**config.mk**
```make
export PLATFORM = sky130hd
export DESIGN_NAME = websocket_frame_deframer_top_flat
export DESIGN_NICKNAME = d
export VERILOG_FILES = /design/src/design/wsd_pkg.sv /design/src/design/wsd_byte_if.sv /design/src/design/wsd_res_if.sv /design/src/design/wsd_in_stage.sv /design/src/design/wsd_parser.sv /design/src/design/wsd_out_stage.sv /design/src/design/websocket_frame_deframer_top.sv /design/src/flat_wrapper.sv
export SDC_FILE = /design/constraint.sdc
export NUM_CORES = 1
export LEC_CHECK = 0
export ABC_AREA = 1
export BUFFER_PORTS_ARGS = -buffer_cell sky130_fd_sc_hd__buf_2
export CAP_MARGIN = 15
export CORE_ASPECT_RATIO = 0.75
export CORE_UTILIZATION = 49
export DETAILED_ROUTE_END_ITERATION = 10
export GPL_ROUTABILITY_DRIVEN = 1
export GPL_TIMING_DRIVEN = 0
export PLACE_DENSITY_LB_ADDON = 0.15
export SLEW_MARGIN = 5
export SYNTH_ARGS = -nofsm -noshare
export SYNTH_HDL_FRONTEND = slang
export SYNTH_SLANG_ARGS = --single-unit
```
**constraint.sdc**
```tcl
create_clock -name clk -period 3.8 [get_ports clk]
set_input_delay 0.57 -clock clk [delete_from_list [all_inputs] [get_ports clk]]
set_output_delay 0.57 -clock clk [all_outputs]
set_load 0.05 [all_outputs]
```
**src/design/wsd_pkg.sv**
```systemverilog
`timescale 1ns / 1ps
// Shared types and constants for the WebSocket frame deframer.
// No dependencies; the parser, the result register and the top import this package.
package wsd_pkg;

  localparam logic [1:0] KIND_DATA      = 2'd0;
  localparam logic [1:0] KIND_EMPTY_END = 2'd1;
  localparam logic [1:0] KIND_CLOSE     = 2'd2;

  localparam logic [3:0] OP_CONT   = 4'd0;
  localparam logic [3:0] OP_TEXT   = 4'd1;
  localparam logic [3:0] OP_BINARY = 4'd2;
  localparam logic [3:0] OP_CLOSE  = 4'd8;
  localparam logic [3:0] OP_PING   = 4'd9;
  localparam logic [3:0] OP_PONG   = 4'd10;

  localparam logic [9:0] CLOSE_NORMAL   = 10'd1000;
  localparam logic [9:0] CLOSE_PROTOCOL = 10'd1002;
  localparam logic [9:0] CLOSE_TOO_BIG  = 10'd1009;

  localparam logic [6:0] LEN7_EXT16   = 7'd126;
  localparam logic [6:0] LEN7_EXT64   = 7'd127;
  localparam int         CTRL_MAX_LEN = 125;

  typedef struct packed {
    logic [1:0] kind;
    logic [7:0] out_byte;
    logic [3:0] msg_type;
    logic       last_of_message;
    logic [9:0] close_code;
  } res_t;

endpackage

```
**src/design/wsd_byte_if.sv**
```systemverilog
`timescale 1ns / 1ps
// Valid/ready channel that carries one received byte per item.
// No dependencies.
interface wsd_byte_if;
  logic       valid;
  logic       ready;
  logic [7:0] in_byte;

  modport source (output valid, output in_byte, input ready);
  modport sink (input valid, input in_byte, output ready);
endinterface

```
**src/design/wsd_res_if.sv**
```systemverilog
`timescale 1ns / 1ps
// Valid/ready channel that carries one deframer result per item.
// No dependencies.
interface wsd_res_if;
  logic       valid;
  logic       ready;
  logic [1:0] kind;
  logic [7:0] out_byte;
  logic [3:0] msg_type;
  logic       last_of_message;
  logic [9:0] close_code;

  modport source (output valid, output kind, output out_byte, output msg_type,
                  output last_of_message, output close_code, input ready);
  modport sink (input valid, input kind, input out_byte, input msg_type,
                input last_of_message, input close_code, output ready);
endinterface

```
**src/design/wsd_in_stage.sv**
```systemverilog
`timescale 1ns / 1ps
// Input register of the deframer: captures one received byte per item.
// Depends on wsd_byte_if.
module wsd_in_stage (
  input  logic         clk,
  input  logic         rst,
  wsd_byte_if.sink     rx,
  input  logic         advance,
  output logic         held_valid,
  output logic [7:0]   held_byte
);

  assign rx.ready = !held_valid || advance;

  always_ff @(posedge clk) begin
    if (rst) begin
      held_valid <= 1'b0;
    end else if (rx.ready) begin
      held_valid <= rx.valid;
    end
    if (rx.valid && rx.ready) begin
      held_byte <= rx.in_byte;
    end
  end

endmodule

```
**src/design/wsd_parser.sv**
```systemverilog
`timescale 1ns / 1ps
// Frame parser: header walk, length and mask capture, unmasking, fragment
// tracking and close handling, one byte per step. Depends on wsd_pkg.
module wsd_parser #(
  parameter int LENGTH_BITS = 32
) (
  input  logic          clk,
  input  logic          rst,
  input  logic          step,
  input  logic [7:0]    data,
  output logic          res_valid,
  output wsd_pkg::res_t res
);
  import wsd_pkg::*;

  typedef enum logic [2:0] {
    PH_HDR0, PH_HDR1, PH_LEN16, PH_LEN64, PH_MASK, PH_PAYLOAD
  } phase_t;

  phase_t                 parse_phase, parse_phase_next;
  logic [2:0]             header_byte_count, header_byte_count_next;
  logic                   frame_fin, frame_fin_next;
  logic [2:0]             frame_rsvd, frame_rsvd_next;
  logic [3:0]             frame_opcode, frame_opcode_next;
  logic                   frame_masked, frame_masked_next;
  logic [31:0]            mask_key, mask_key_next;
  logic [LENGTH_BITS-1:0] payload_remaining, payload_remaining_next;
  logic [1:0]             payload_index, payload_index_next;
  logic                   length_high_nonzero, length_high_nonzero_next;
  logic [3:0]             message_in_progress, message_in_progress_next;
  logic [15:0]            close_code_acc, close_code_acc_next;
  logic                   connection_closed, connection_closed_next;

  logic [LENGTH_BITS+7:0] len_shift;
  logic [LENGTH_BITS-1:0] rem_dec;
  logic [7:0]             key_byte;
  logic [7:0]             plain_byte;
  logic [15:0]            status_code;
  logic                   after_len;
  logic                   hdr_end;
  logic                   do_close;
  logic [9:0]             close_sel;
  logic                   bad;
  logic [3:0]             msg_op;

  assign len_shift   = {payload_remaining, data};
  assign rem_dec     = payload_remaining - {{(LENGTH_BITS-1){1'b0}}, 1'b1};
  assign key_byte    = frame_masked ? mask_key[8*(3-payload_index) +: 8] : 8'h00;
  assign plain_byte  = data ^ key_byte;
  assign status_code = close_code_acc | {8'h00, plain_byte};

  always_comb begin
    parse_phase_next         = parse_phase;
    header_byte_count_next   = header_byte_count;
    frame_fin_next           = frame_fin;
    frame_rsvd_next          = frame_rsvd;
    frame_opcode_next        = frame_opcode;
    frame_masked_next        = frame_masked;
    mask_key_next            = mask_key;
    payload_remaining_next   = payload_remaining;
    payload_index_next       = payload_index;
    length_high_nonzero_next = length_high_nonzero;
    message_in_progress_next = message_in_progress;
    close_code_acc_next      = close_code_acc;
    connection_closed_next   = connection_closed;
    res_valid                = 1'b0;
    res                      = '0;
    after_len                = 1'b0;
    hdr_end                  = 1'b0;
    do_close                 = 1'b0;
    close_sel                = CLOSE_PROTOCOL;
    bad                      = 1'b0;
    msg_op                   = message_in_progress;

    if (step && !connection_closed) begin
      case (parse_phase)
        PH_HDR0: begin
          frame_fin_next    = data[7];
          frame_rsvd_next   = data[6:4];
          frame_opcode_next = data[3:0];
          parse_phase_next  = PH_HDR1;
        end
        PH_HDR1: begin
          frame_masked_next        = data[7];
          length_high_nonzero_next = 1'b0;
          header_byte_count_next   = 3'd0;
          payload_remaining_next   = '0;
          mask_key_next            = '0;
          if (data[6:0] == LEN7_EXT16) begin
            parse_phase_next = PH_LEN16;
          end else if (data[6:0] == LEN7_EXT64) begin
            parse_phase_next = PH_LEN64;
          end else begin
            payload_remaining_next = LENGTH_BITS'(data[6:0]);
            after_len              = 1'b1;
          end
        end
        PH_LEN16: begin
          payload_remaining_next   = len_shift[LENGTH_BITS-1:0];
          length_high_nonzero_next = length_high_nonzero
                                     | (|len_shift[LENGTH_BITS+7:LENGTH_BITS]);
          if (header_byte_count >= 3'd1) begin
            after_len = 1'b1;
          end else begin
            header_byte_count_next = header_byte_count + 3'd1;
          end
        end
        PH_LEN64: begin
          if (header_byte_count < 3'd4) begin
            if (data != 8'h00) begin
              length_high_nonzero_next = 1'b1;
            end
          end else begin
            payload_remaining_next   = len_shift[LENGTH_BITS-1:0];
            length_high_nonzero_next = length_high_nonzero
                                       | (|len_shift[LENGTH_BITS+7:LENGTH_BITS]);
          end
          if (header_byte_count >= 3'd7) begin
            after_len = 1'b1;
          end else begin
            header_byte_count_next = header_byte_count + 3'd1;
          end
        end
        PH_MASK: begin
          mask_key_next = {mask_key[23:0], data};
          if (header_byte_count >= 3'd3) begin
            header_byte_count_next = 3'd0;
            hdr_end                = 1'b1;
          end else begin
            header_byte_count_next = header_byte_count + 3'd1;
          end
        end
        PH_PAYLOAD: begin
          payload_index_next     = payload_index + 2'd1;
          payload_remaining_next = rem_dec;
          if (rem_dec == '0) begin
            parse_phase_next = PH_HDR0;
          end
          case (frame_opcode)
            OP_CLOSE: begin
              if (payload_index == 2'd0) begin
                close_code_acc_next = {plain_byte, 8'h00};
              end else begin
                close_code_acc_next = status_code;
                do_close            = 1'b1;
                if (status_code inside {[16'd1000:16'd1003], [16'd1007:16'd1011],
                                        [16'd3000:16'd4999]}) begin
                  close_sel = CLOSE_NORMAL;
                end else begin
                  close_sel = CLOSE_PROTOCOL;
                end
              end
            end
            OP_PONG: begin
              res_valid = 1'b0;
            end
            OP_PING: begin
              res_valid           = 1'b1;
              res.kind            = KIND_DATA;
              res.out_byte        = plain_byte;
              res.msg_type        = OP_PONG;
              res.last_of_message = (rem_dec == '0);
            end
            default: begin
              res_valid           = 1'b1;
              res.kind            = KIND_DATA;
              res.out_byte        = plain_byte;
              res.msg_type        = message_in_progress;
              res.last_of_message = (rem_dec == '0) && frame_fin;
              if ((rem_dec == '0) && frame_fin) begin
                message_in_progress_next = 4'd0;
              end
            end
          endcase
        end
        default: begin
          parse_phase_next = PH_HDR0;
        end
      endcase

      if (after_len) begin
        if (length_high_nonzero_next) begin
          do_close  = 1'b1;
          close_sel = CLOSE_TOO_BIG;
        end else begin
          header_byte_count_next = 3'd0;
          if (frame_masked_next) begin
            parse_phase_next = PH_MASK;
          end else begin
            hdr_end = 1'b1;
          end
        end
      end

      if (hdr_end) begin
        payload_index_next = 2'd0;
        bad = (frame_rsvd != 3'd0)
           || (frame_opcode >= OP_CLOSE
               && (payload_remaining_next > LENGTH_BITS'(CTRL_MAX_LEN) || !frame_fin))
           || (frame_opcode == OP_CLOSE
               && payload_remaining_next == LENGTH_BITS'(1))
           || (frame_opcode == OP_CONT && message_in_progress == 4'd0)
           || ((frame_opcode == OP_TEXT || frame_opcode == OP_BINARY)
               && message_in_progress != 4'd0)
           || (frame_opcode inside {[4'd3:4'd7], [4'd11:4'd15]});
        if (frame_opcode == OP_TEXT || frame_opcode == OP_BINARY) begin
          msg_op = frame_opcode;
        end
        if (bad) begin
          do_close  = 1'b1;
          close_sel = CLOSE_PROTOCOL;
        end else if (payload_remaining_next != '0) begin
          parse_phase_next         = PH_PAYLOAD;
          message_in_progress_next = msg_op;
        end else begin
          parse_phase_next = PH_HDR0;
          case (frame_opcode)
            OP_CLOSE: begin
              do_close  = 1'b1;
              close_sel = CLOSE_NORMAL;
            end
            OP_PONG: begin
              res_valid = 1'b0;
            end
            OP_PING: begin
              res_valid           = 1'b1;
              res.kind            = KIND_EMPTY_END;
              res.msg_type        = OP_PONG;
              res.last_of_message = 1'b1;
            end
            default: begin
              if (frame_fin) begin
                res_valid                = 1'b1;
                res.kind                 = KIND_EMPTY_END;
                res.msg_type             = msg_op;
                res.last_of_message      = 1'b1;
                message_in_progress_next = 4'd0;
              end else begin
                message_in_progress_next = msg_op;
              end
            end
          endcase
        end
      end

      if (do_close) begin
        connection_closed_next = 1'b1;
        parse_phase_next       = PH_HDR0;
        res_valid              = 1'b1;
        res                    = '0;
        res.kind               = KIND_CLOSE;
        res.close_code         = close_sel;
      end
    end
  end

  always_ff @(posedge clk) begin
    if (rst) begin
      parse_phase         <= PH_HDR0;
      header_byte_count   <= 3'd0;
      frame_fin           <= 1'b0;
      frame_rsvd          <= 3'd0;
      frame_opcode        <= 4'd0;
      frame_masked        <= 1'b0;
      mask_key            <= '0;
      payload_remaining   <= '0;
      payload_index       <= 2'd0;
      length_high_nonzero <= 1'b0;
      message_in_progress <= 4'd0;
      close_code_acc      <= 16'd0;
      connection_closed   <= 1'b0;
    end else begin
      parse_phase         <= parse_phase_next;
      header_byte_count   <= header_byte_count_next;
      frame_fin           <= frame_fin_next;
      frame_rsvd          <= frame_rsvd_next;
      frame_opcode        <= frame_opcode_next;
      frame_masked        <= frame_masked_next;
      mask_key            <= mask_key_next;
      payload_remaining   <= payload_remaining_next;
      payload_index       <= payload_index_next;
      length_high_nonzero <= length_high_nonzero_next;
      message_in_progress <= message_in_progress_next;
      close_code_acc      <= close_code_acc_next;
      connection_closed   <= connection_closed_next;
    end
  end

endmodule

```
**src/design/wsd_out_stage.sv**
```systemverilog
`timescale 1ns / 1ps
// Result register of the deframer: holds one result until the sink takes it.
// Depends on wsd_pkg and wsd_res_if.
module wsd_out_stage (
  input  logic          clk,
  input  logic          rst,
  input  logic          load,
  input  wsd_pkg::res_t res,
  output logic          advance,
  wsd_res_if.source     tx
);
  import wsd_pkg::*;

  res_t held;

  assign advance = !tx.valid || tx.ready;

  always_ff @(posedge clk) begin
    if (rst) begin
      tx.valid <= 1'b0;
    end else if (advance) begin
      tx.valid <= load;
    end
    if (advance && load) begin
      held <= res;
    end
  end

  assign tx.kind            = held.kind;
  assign tx.out_byte        = held.out_byte;
  assign tx.msg_type        = held.msg_type;
  assign tx.last_of_message = held.last_of_message;
  assign tx.close_code      = held.close_code;

endmodule

```
**src/design/websocket_frame_deframer_top.sv**
```systemverilog
`timescale 1ns / 1ps
// WebSocket receive-side deframer: takes one raw byte per item on rx and
// gives unmasked payload bytes, message ends and close requests on tx. The
// block accepts a byte every clock cycle while the result register is free or
// being drained; each byte is held in the input register, passes the parser,
// and its result, if any, is registered on tx as the parser takes the byte
// from the input register. The parser, which updates its state once per
// byte, sets this rate. After a close request all bytes are taken and
// dropped until reset. LENGTH_BITS (16 to 32) is the widest payload length
// supported; longer frames give close code 1009.
module websocket_frame_deframer_top #(
  parameter int LENGTH_BITS = 32
) (
  input  logic      clk,
  input  logic      rst,
  wsd_byte_if.sink  rx,
  wsd_res_if.source tx
);
  import wsd_pkg::*;

  logic       advance;
  logic       held_valid;
  logic [7:0] held_byte;
  logic       res_valid;
  res_t       res;

  wsd_in_stage u_in (
    .clk        (clk),
    .rst        (rst),
    .rx         (rx),
    .advance    (advance),
    .held_valid (held_valid),
    .held_byte  (held_byte)
  );

  wsd_parser #(
    .LENGTH_BITS (LENGTH_BITS)
  ) u_parser (
    .clk       (clk),
    .rst       (rst),
    .step      (held_valid && advance),
    .data      (held_byte),
    .res_valid (res_valid),
    .res       (res)
  );

  wsd_out_stage u_out (
    .clk     (clk),
    .rst     (rst),
    .load    (res_valid),
    .res     (res),
    .advance (advance),
    .tx      (tx)
  );

endmodule
```
**src/flat_wrapper.sv**
```systemverilog
// flat-port wrapper written by rule: the top's interface ports become plain ports
module websocket_frame_deframer_top_flat import wsd_pkg::*;
#(
  parameter int LENGTH_BITS = 32
)
  (clk, rst, rx_valid, rx_in_byte, rx_ready, tx_valid, tx_kind, tx_out_byte, tx_msg_type, tx_last_of_message, tx_close_code, tx_ready);
  wsd_byte_if rx_i ();
  wsd_res_if tx_i ();
  input  logic clk;
  input  logic rst;
  input wire logic [$bits(rx_i.valid)-1:0] rx_valid;
  input wire logic [$bits(rx_i.in_byte)-1:0] rx_in_byte;
  output wire logic [$bits(rx_i.ready)-1:0] rx_ready;
  output wire logic [$bits(tx_i.valid)-1:0] tx_valid;
  output wire logic [$bits(tx_i.kind)-1:0] tx_kind;
  output wire logic [$bits(tx_i.out_byte)-1:0] tx_out_byte;
  output wire logic [$bits(tx_i.msg_type)-1:0] tx_msg_type;
  output wire logic [$bits(tx_i.last_of_message)-1:0] tx_last_of_message;
  output wire logic [$bits(tx_i.close_code)-1:0] tx_close_code;
  input wire logic [$bits(tx_i.ready)-1:0] tx_ready;
  assign rx_i.valid = rx_valid;
  assign rx_i.in_byte = rx_in_byte;
  assign rx_ready = rx_i.ready;
  assign tx_valid = tx_i.valid;
  assign tx_kind = tx_i.kind;
  assign tx_out_byte = tx_i.out_byte;
  assign tx_msg_type = tx_i.msg_type;
  assign tx_last_of_message = tx_i.last_of_message;
  assign tx_close_code = tx_i.close_code;
  assign tx_i.ready = tx_ready;
  websocket_frame_deframer_top #(.LENGTH_BITS(LENGTH_BITS)) u_core (.clk(clk), .rst(rst), .rx(rx_i), .tx(tx_i));
endmodule
```
==> qor.yml, run 1 <==
synth_nets: 1341
grt_max_degree: 20
wl_per_cell_um: 17.8
globalRouteMet1Util_pct: 51.7
r2r_slack_ns: 0.30
drt-total-wl_um: 29000
initial_core_util_pct: 50.6
use_met2_pct: 42.7
cts_tree: "yes"
finalHoldViolCount: 0
met3_usage_pct: 8.24
max_slew_margin_pct: 33.6
cts_buffers: 17
grt_pass1_vias: 7698
netlist_instances: 1322
cp-start-kind: "register"
ys_seq_area_share_pct: 33.9
synth_top_area_cell: "dfxtp_1"
vdd_ir_drop_max_mv: 0.199
yosysWarnings: 0
yosys.area_share.adder_pct: 1.02
critPathRequiredTime_ns: 3.91
rows: 41
core-area_mm2: 0.0170
grt-ovfl-total: 0
clk_path_buf_depth: 2
nets: 1396
min_to: "u_core.u_in.held_byte[0]"
cts-root-buf: "clkbuf_16"
p_leak_nw: 4.34
ys_types: 50
cp-end-kind: "register"
worst-path-max-fanout: 19
grt_pass1_wl_um: 43900
hp-start: "rx_in_byte[0]"
hp-class: "in2reg"
vias_per_cell: 5.57
synth_xor_area_share_pct: 1.53
insertion_delay_ns: 0.44
p_per_area_mw_per_mm2: 410
synth_area_leaders: "dfxtp_1, nand2_1, edfxtp_1, inv_1, nor2_1"
cap_violations: 0
period_share_pct: 92.1
synth_top_family_by_area: "simple AND/OR/NAND/NOR gates"
antenna_cells: 0
crit_chain: "nor2_1, nand2_1, nor2_1, nand2_1, xor2_1, nand2_1, nand2_1, nand2_1, nand2_1, nor2_1, nand2_1, nor2_4, nand2_1, inv_2, nand3_1, nand2_1, nand3_1, nand2_4"
timing.fmax_mhz: 286
yosys.area_share.simple_pct: 32.6
die_h_um: 117
grt_usage_pct: 32.7
antenna_found_initial: 0
critical_path_class: "reg2reg"
drtPass1Iterations: 6
drive_above_1_share_pct: 12.1
avgSynthCellArea_um2: 6.50
dieWidth_um: 155
holdPathStages: 1
slew_viol_final: 0
setup_viol: 0
drcViolationCount: 0
synth-edff-count: 27
finalCriticalPeriod_ns: 3.50
cts_resized: 0
htree_num_levels: 4
post_cts_buffers: 0
finalPower_w: 0.00397
synth_area_mm2: 0.00859
r2r-start: "u_core.u_parser.payload_remaining[11]"
nFillCells: 1711
multi_input_area_mm2: 0.00458
dp.cells: 1594
seqCellArea_mm2: 0.00291
clock_skew_ns: 0.0119
synth.area.mux_share_pct: 0
clk_pin_slew_ns: 0.06
place.detailed.hpwl_um: 21600
rr_endpoint: "u_core.u_out.tx.msg_type[3]"
arrival_ns: 3.61
dr_total_vias: 9051
setup-tns-final_ns: 0
cts_hold_buf: 0
synth-seq-cells: 132
place_congestion: 1.01
portBuffers: 36
slowest_delay_ns: 0.40
synth_ff_type: "dfxtp_1"
cpMostUsedCell: "nand2_1"
yosys.area.top_type_share_pct: 24.5
clock_sinks: 132
outcome: "completed"
postRouteAntennaNets: 0
stdcell_count: 1626
area_delta_synth_final_pct: 12.5
grt.busiest_layer: "met1"
worst_slew_pin_slew_ns: 0.996
ios: 39
dieArea_mm2: 0.0181
reg2reg_depth: 18
synth_compound_area_share_pct: 18.0
rsz0062_at_grt: "no"
slowest_stage: "dfxtp_1"
drt_first_iter_violations: 1255
ys_async_sr_fraction_pct: 0
final cells by class:
cell class / count / share of cell area, %
buffer: 51 / 2.61
clock buffer: 20 / 5.06
clock inverter: 12 / 1.09
sequential: 132 / 30.1
inverter: 227 / 8.81
timing repair buffer: 36 / 1.86
multi-input combinational: 912 / 47.4
tap: 236 / 3.05
kinds of logic after synthesis:
kind of cell,Yosys count
AND/OR/NAND/NOR,618
buffers and inverters,278
AO/OA/AOI/OAI,271
flip-flops,132
XOR/XNOR,15
adder cells (fa/ha/maj),7
other,1
Yosys cell counts, drive strengths merged, types with 2 or more instances:
| cell | instances |
|---|---|
| a211oi | 4 |
| a21oi | 100 |
| a221oi | 2 |
| a22oi | 3 |
| and2 | 7 |
| buf | 23 |
| clkbuf | 28 |
| clkinv | 3 |
| dfxtp | 105 |
| edfxtp | 27 |
| ha | 7 |
| inv | 224 |
| nand2 | 299 |
| nand3 | 70 |
| nand3b | 4 |
| nand4 | 18 |
| nor2 | 195 |
| nor3 | 13 |
| nor4 | 4 |
| o211ai | 26 |
| o21ai | 91 |
| o221ai | 2 |
| o22ai | 36 |
| or2 | 8 |
| xor2 | 14 |
worst max-delay path: cells and delay by family (launching register included):
| kind | cells | cell delay [ns] |
|---|---|---|
| buffers and inverters | 1 | 0.16 |
| XOR/XNOR | 1 | 0.18 |
| flip-flops | 1 | 0.40 |
| AND/OR/NAND/NOR | 16 | 2.42 |
through the flow:
step	worst slack [ns]	util (%)	instance area, um2	hold WS, ns
after floorplan	0.892	-	8590	0.436
after global placement	0.0969	53.4	9070	0.445
after detailed placement	0.0908	53.4	9070	0.458
after CTS	0.0570	56.9	9660	0.306
after global routing	0.138	56.9	9670	0.302
final	0.299	56.9	9670	0.307
power breakdown:
part | switching [W] | total [W] | internal (W)
clock | 0.000738 | 0.00169 | 0.000954
combinational | 0.000533 | 0.000740 | 0.000207
sequential | 0.0000676 | 0.00154 | 0.00147
total | 0.00134 | 0.00397 | 0.00263
placed cells by master (no fill, tap or decap), drive strengths merged, types with 8 or more instances in the layout:
master  count
nand2     299
edfxtp     27
o22ai      36
clkbuf     48
or2         8
nand4      18
o211ai     26
xor2       14
dfxtp     105
o21ai      91
buf        59
nor3       13
a21oi     100
inv       233
nor2      195
nand3      70
per-layer routing:
metal  vias up  share of wire (%)
li1       4379                  -
met1      4121                 50
met2       519                 36
met3        32                 13
met4         0                1.0
met5         -                  0
worst max-delay path by stage:
stage / depth (start not counted) / from / endpoint
floorplan: 19 / u_core.u_parser.payload_remaining[1] / u_core.u_out.tx.close_code[1]
global route: 18 / u_core.u_parser.payload_remaining[1] / u_core.u_out.tx.msg_type[0]
detailed placement: 18 / u_core.u_parser.payload_remaining[11] / u_core.u_out.tx.msg_type[2]
global placement: 18 / u_core.u_parser.payload_remaining[11] / u_core.u_out.tx.msg_type[2]
CTS: 18 / u_core.u_parser.payload_remaining[11] / u_core.u_out.tx.msg_type[3]
finish: 18 / u_core.u_parser.payload_remaining[11] / u_core.u_out.tx.msg_type[3]
flip-flops by register name, indices dropped and copies added, names as in the netlist:
name / count
u_core.u_parser.frame_opcode: 4
u_core.u_in.held_valid: 1
u_core.u_parser.header_byte_count: 3
u_core.u_parser.close_code_acc: 16
u_core.u_out.tx.kind: 2
u_core.u_parser.frame_rsvd: 3
u_core.u_out.tx.out_byte: 8
u_core.u_out.tx.valid: 1
u_core.u_parser.payload_index: 2
u_core.u_out.tx.msg_type: 4
u_core.u_parser.message_in_progress: 4
u_core.u_in.held_byte: 8
u_core.u_parser.frame_masked: 1
u_core.u_parser.length_high_nonzero: 1
u_core.u_parser.mask_key: 32
u_core.u_out.tx.close_code: 4
u_core.u_out.tx.last_of_message: 1
u_core.u_parser.frame_fin: 1
u_core.u_parser.payload_remaining: 32
u_core.u_parser.parse_phase: 3
u_core.u_parser.connection_closed: 1
Note: power is estimated with default switching activity, not from simulation.
==> run 2, diff against run 1 <==
Settings changed: CTS_BUF_LIST set to sky130_fd_sc_hd__clkbuf_2 sky130_fd_sc_hd__clkbuf_4 sky130_fd_sc_hd__clkbuf_8.
==> run 2 against run 1 <==
Against the previous run:
- clock skew is 0.0032 ns higher
- core utilization decreased by 1.1 points
- clock-buffer cell count down 2
- non-clock buffer count unchanged
- via count is 1.0% lower
- total power decreased by 10%
- register-to-register slack gained 0.02 ns
- flip-flop and latch count did not move
- sequential share of layout area increased by 0.58 points
- critical path type unchanged
==> qor.yml, run 2 (synthesis gave the netlist of run 1 again) <==
clock_skew_ns: 0.0152
r2r-start: "u_core.u_parser.payload_remaining[11]"
grt_usage_pct: 32.4
cts-root-buf: "clkbuf_8"
dieWidth_um: 155
routed-wl-met2_um: 10300
critical_path_class: "reg2reg"
finalHoldViolCount: 0
cts_hold_buf: 0
pwr-share-clk_pct: 36.2
p_comb_share_pct: 20.7
initial_core_util_pct: 50.6
hp-class: "in2reg"
reg2reg_depth: 18
cap_violations: 0
max_slew_margin_pct: 33.0
top_layer_used: "met4"
clk_path_buf_depth: 2
drt-met1-wl_um: 14300
slowest_delay_ns: 0.41
holdPathStages: 1
nets: 1396
p_sw_share_pct: 35.5
antenna_found_initial: 0
htree_num_levels: 4
vdd_ir_drop_max_mv: 0.210
grt-ovfl-total: 0
r2r_slack_ns: 0.32
post_cts_buffers: 0
clock_sinks: 132
drt-total-wl_um: 28700
grt_max_degree: 20
cts_resized: 0
slowest_stage: "dfxtp_1"
p_leak_nw: 4.25
worst-path-max-fanout: 19
place_congestion: 1.01
setup_viol: 0
cp-end-kind: "register"
fin_ws_ns: 0.317
vias_per_cell: 5.51
finalCriticalPeriod_ns: 3.48
nFillCells: 1737
antenna_cells: 0
p_per_area_mw_per_mm2: 375
worst_slew_pin_slew_ns: 1.00
route.met3.wl_um: 3790
mostFrequentLayoutCell: "nand2_1"
grt_pass1_wl_um: 43600
postRouteAntennaNets: 0
drive_above_1_share_pct: 12.1
cts_tree: "yes"
period_share_pct: 91.7
dpl_worst_slack_ns: 0.0908
place.detailed.hpwl_um: 21600
p_sw_w: 0.00127
insertion_delay_ns: 0.47
clk_pin_slew_ns: 0.08
arrival_ns: 3.63
pwr-share-seq_pct: 43.1
critPathRequiredTime_ns: 3.95
area_delta_synth_final_pct: 10.4
dieArea_mm2: 0.0181
cpMostUsedCell: "nand2_1"
grt_pass1_vias: 7659
whs_ns: 0.279
drcViolationCount: 0
slew_viol_final: 0
critPathBufInv: 1
internal_power_w: 0.00230
min_to: "u_core.u_in.held_byte[0]"
outcome: "completed"
core-area_mm2: 0.0170
cp-start-kind: "register"
crit_family: "simple AND/OR/NAND/NOR gates"
crit_chain: "nor2_1, nand2_1, nor2_1, nand2_1, xor2_1, nand2_1, nand2_1, nand2_1, nand2_1, nor2_1, nand2_1, nor2_4, nand2_1, inv_2, nand3_1, nand2_1, nand3_1, nand2_4"
die_h_um: 117
drt_first_iter_violations: 1219
cts_buffers: 17
worstSetupPathDepth: 18
timing.fmax_mhz: 287
rows: 41
ios: 39
rr_endpoint: "u_core.u_out.tx.msg_type[2]"
setup-tns-final_ns: 0
drtPass1Iterations: 8
rsz0062_at_grt: "no"
dr_total_vias: 8958
wl_per_cell_um: 17.7
reg_top3: "u_core.u_parser.mask_key (32), u_core.u_parser.payload_remaining (32), u_core.u_parser.close_code_acc (16)"
hp-start: "rx_in_byte[0]"
portBuffers: 36
layout_common_cells: "nand2_1, inv_1, nor2_1"
-- run 2: worst register-to-register path: stages (launching register included) --
cell     delay (ns)
dfxtp_1        0.41
nor2_1         0.20
nand2_1        0.20
nor2_1         0.38
nand2_1        0.15
xor2_1         0.18
nand2_1        0.06
nand2_1        0.06
nand2_1        0.12
nand2_1        0.08
nor2_1         0.15
nand2_1        0.11
nor2_4         0.19
nand2_1        0.15
inv_2          0.17
nand3_1        0.10
nand2_1        0.07
nand3_1        0.12
nand2_4        0.27
-- run 2: worst max path at each step --
stage                                                      from                             to  slack (ns)
after floorplan            u_core.u_parser.payload_remaining[1]  u_core.u_out.tx.close_code[1]        0.89
after global placement    u_core.u_parser.payload_remaining[11]    u_core.u_out.tx.msg_type[2]         0.1
after detailed placement  u_core.u_parser.payload_remaining[11]    u_core.u_out.tx.msg_type[2]        0.09
after CTS                 u_core.u_parser.payload_remaining[11]    u_core.u_out.tx.out_byte[4]        0.06
after global routing      u_core.u_parser.payload_remaining[11]    u_core.u_out.tx.msg_type[0]        0.14
final                     u_core.u_parser.payload_remaining[11]    u_core.u_out.tx.msg_type[2]        0.32
-- run 2: final cells by class --
class                   count  area [um2]  area share, %
multi-input cells         912        4580           48.3
flip-flops and latches    132        2910           30.7
inverters                 227         852           8.98
well taps                 236         295           3.11
plain buffers              51         253           2.66
clock buffers              18         248           2.61
repair buffers             36         180           1.90
clock inverters            14         165           1.74
-- run 2: power by group through the flow --
stage | Sequential (W) | Clock [W] | Combinational, W
6_report | 0.00153 | 0.00129 | 0.000738
5_1_grt | 0.00154 | 0.00135 | 0.000800
4_1_cts | 0.00153 | 0.00130 | 0.000711
3_5_place_dp | 0.00156 | 0 | 0.000706
3_3_place_gp | 0.00156 | 0 | 0.000706
2_1_floorplan | 0.00154 | 0 | 0.000514
-- run 2: through the flow --
stage / std cells / utilization, % / cell area (um2) / power [W]
after floorplan: 1322 / - / 8590 / 0.00205
after global placement: 1594 / 53.4 / 9070 / 0.00227
after detailed placement: 1594 / 53.4 / 9070 / 0.00227
after CTS: 1626 / 55.8 / 9480 / 0.00354
after global routing: 1626 / 55.9 / 9490 / 0.00369
final: 1626 / 55.9 / 9490 / 0.00356
-- run 2: metal layers --
metal	track usage (%)	vias to the layer above
met5	0	-
met2	41.8	508
met1	51.6	4040
li1	-	4371
met3	8.01	39
met4	7.72	0
==> run 3, diff against run 2 <==
Settings changed: CAP_MARGIN 15 to 25, PLACE_DENSITY set to 0.7, PLACE_DENSITY_LB_ADDON 0.15 to unset.
==> run 3 against run 2 <==
Against the previous run:
- worst setup slack worse by 0.022 ns
- core utilization down 0.15 points
- sequential power barely moved
- worst hold slack hardly changed
==> qor.yml, run 3 (synthesis gave the netlist of run 1 again) <==
reg_top3: "u_core.u_parser.mask_key (32), u_core.u_parser.payload_remaining (32), u_core.u_parser.close_code_acc (16)"
place.detailed.hpwl_um: 21500
worst-path-max-fanout: 19
hp-class: "in2reg"
postRouteAntennaNets: 0
grt_max_degree: 20
holdPathStages: 1
htree_num_levels: 4
wl_per_cell_um: 17.4
antenna_found_initial: 0
cts_tree: "yes"
timing.fmax_mhz: 285
grt_pass1_wl_um: 43600
layout_common_cells: "nand2_1, inv_1, nor2_1"
reg2reg_depth: 19
r2r-start: "u_core.u_parser.payload_remaining[18]"
drcViolationCount: 0
cp-start-kind: "register"
crit_chain: "nor2_1, nand2_1, nor2_1, nand2_1, nor2_1, nand2_1, nand3_1, nand2_1, nand2_1, nand2_1, nor2_2, nand2_2, nor2_4, nand2_1, inv_2, nand3_1, nand2_1, nand3_1, nand2_4"
min_to: "u_core.u_in.held_byte[6]"
period_share_pct: 92.2
finalCriticalPeriod_ns: 3.51
die_h_um: 117
insertion_delay_ns: 0.47
mostFrequentLayoutCell: "nand2_1"
whs_ns: 0.279
cts-root-buf: "clkbuf_8"
cpMostUsedCell: "nand2_1"
clk_pin_slew_ns: 0.09
p_leak_nw: 4.24
drtPass1Iterations: 8
clock_skew_ns: 0.0201
slowest_delay_ns: 0.46
antenna_cells: 0
finalHoldViolCount: 0
vdd_ir_drop_max_mv: 0.180
core-area_mm2: 0.0170
drive_above_1_share_pct: 12.2
cts_buffers: 17
nets: 1396
grt-ovfl-total: 0
area_delta_synth_final_pct: 10.1
worst_slew_pin_slew_ns: 0.827
cap_violations: 0
portBuffers: 36
clk_path_buf_depth: 2
setup-tns-final_ns: 0
slew_viol_final: 0
nFillCells: 1746
drt_first_iter_violations: 1076
p_per_area_mw_per_mm2: 365
rsz0062_at_grt: "no"
cts_hold_buf: 0
critPathRequiredTime_ns: 3.94
crit_family: "simple AND/OR/NAND/NOR gates"
drt-total-wl_um: 28200
clock_sinks: 132
crit_path_start: "u_core.u_parser.payload_remaining[18]"
initial_core_util_pct: 50.6
grt_pass1_vias: 7747
finalPower_w: 0.00346
post_cts_buffers: 0
dieArea_mm2: 0.0181
critPathBufInv: 1
slowest_stage: "nor2_1"
setup_viol: 0
arrival_ns: 3.65
cp-end-kind: "register"
rr_endpoint: "u_core.u_out.tx.msg_type[2]"
seqCellArea_mm2: 0.00291
place_congestion: 1.02
multi_input_area_mm2: 0.00459
dieWidth_um: 155
max_slew_margin_pct: 44.9
rows: 41
r2r_slack_ns: 0.29
outcome: "completed"
grt_usage_pct: 32.3
vias_per_cell: 5.51
hp-start: "rx_in_byte[6]"
critical_path_class: "reg2reg"
dr_total_vias: 8954
ios: 39
[run 3: metal layers]
metal / wire length (um) / vias up / GRT usage, % / part of all wire (%)
li1: - / 4385 / - / -
met1: 13800 / 4026 / 49.5 / 49
met2: 10100 / 513 / 41.4 / 36
met3: 3830 / 28 / 11.3 / 14
met4: 397 / 2 / 7.72 / 1.4
met5: 77 / - / 3.17 / 0.27
[run 3: cell type report]
type / count / share of cell area [%]
Multi-Input combinational cell: 912 / 48.5
Sequential cell: 132 / 30.8
Inverter: 227 / 9.00
Tap cell: 236 / 3.12
Buffer: 51 / 2.67
Clock buffer: 18 / 2.62
Timing Repair Buffer: 36 / 1.90
Clock inverter: 14 / 1.40
[run 3: worst max path at each step]
stage                                     to  slack (ns)  cells past startpoint
2_1_floorplan  u_core.u_out.tx.close_code[1]        0.89                     19
3_3_place_gp         u_core.u_out.tx.kind[1]        0.16                     18
3_5_place_dp     u_core.u_out.tx.msg_type[2]        0.13                     18
4_1_cts          u_core.u_out.tx.msg_type[2]        0.09                     17
5_1_grt          u_core.u_out.tx.msg_type[2]        0.08                     19
6_report         u_core.u_out.tx.msg_type[2]        0.29                     19
[run 3: where the power goes]
part | switching (W) | internal (W) | leakage [nW]
logic | 0.000527 | 0.000208 | 2.94
registers | 0.0000692 | 0.00147 | 1.10
clock network | 0.000686 | 0.000501 | 0.198
[run 3: metrics by stage]
| step | setup slack (ns) | util, % | area (um2) | std cells |
|---|---|---|---|---|
| 6_report | 0.295 | 55.7 | 9460 | 1626 |
| 5_1_grt | 0.0818 | 55.7 | 9460 | 1626 |
| 4_1_cts | 0.0893 | 55.6 | 9450 | 1626 |
| 3_5_place_dp | 0.128 | 53.4 | 9070 | 1594 |
| 3_3_place_gp | 0.157 | 53.4 | 9070 | 1594 |
| 2_1_floorplan | 0.892 | - | 8590 | 1322 |
[run 3: timing repair]
action,CTS,global route
endpoints found under the hold margin,0,0
resized for setup,0,4
endpoints found under the setup margin,0,19
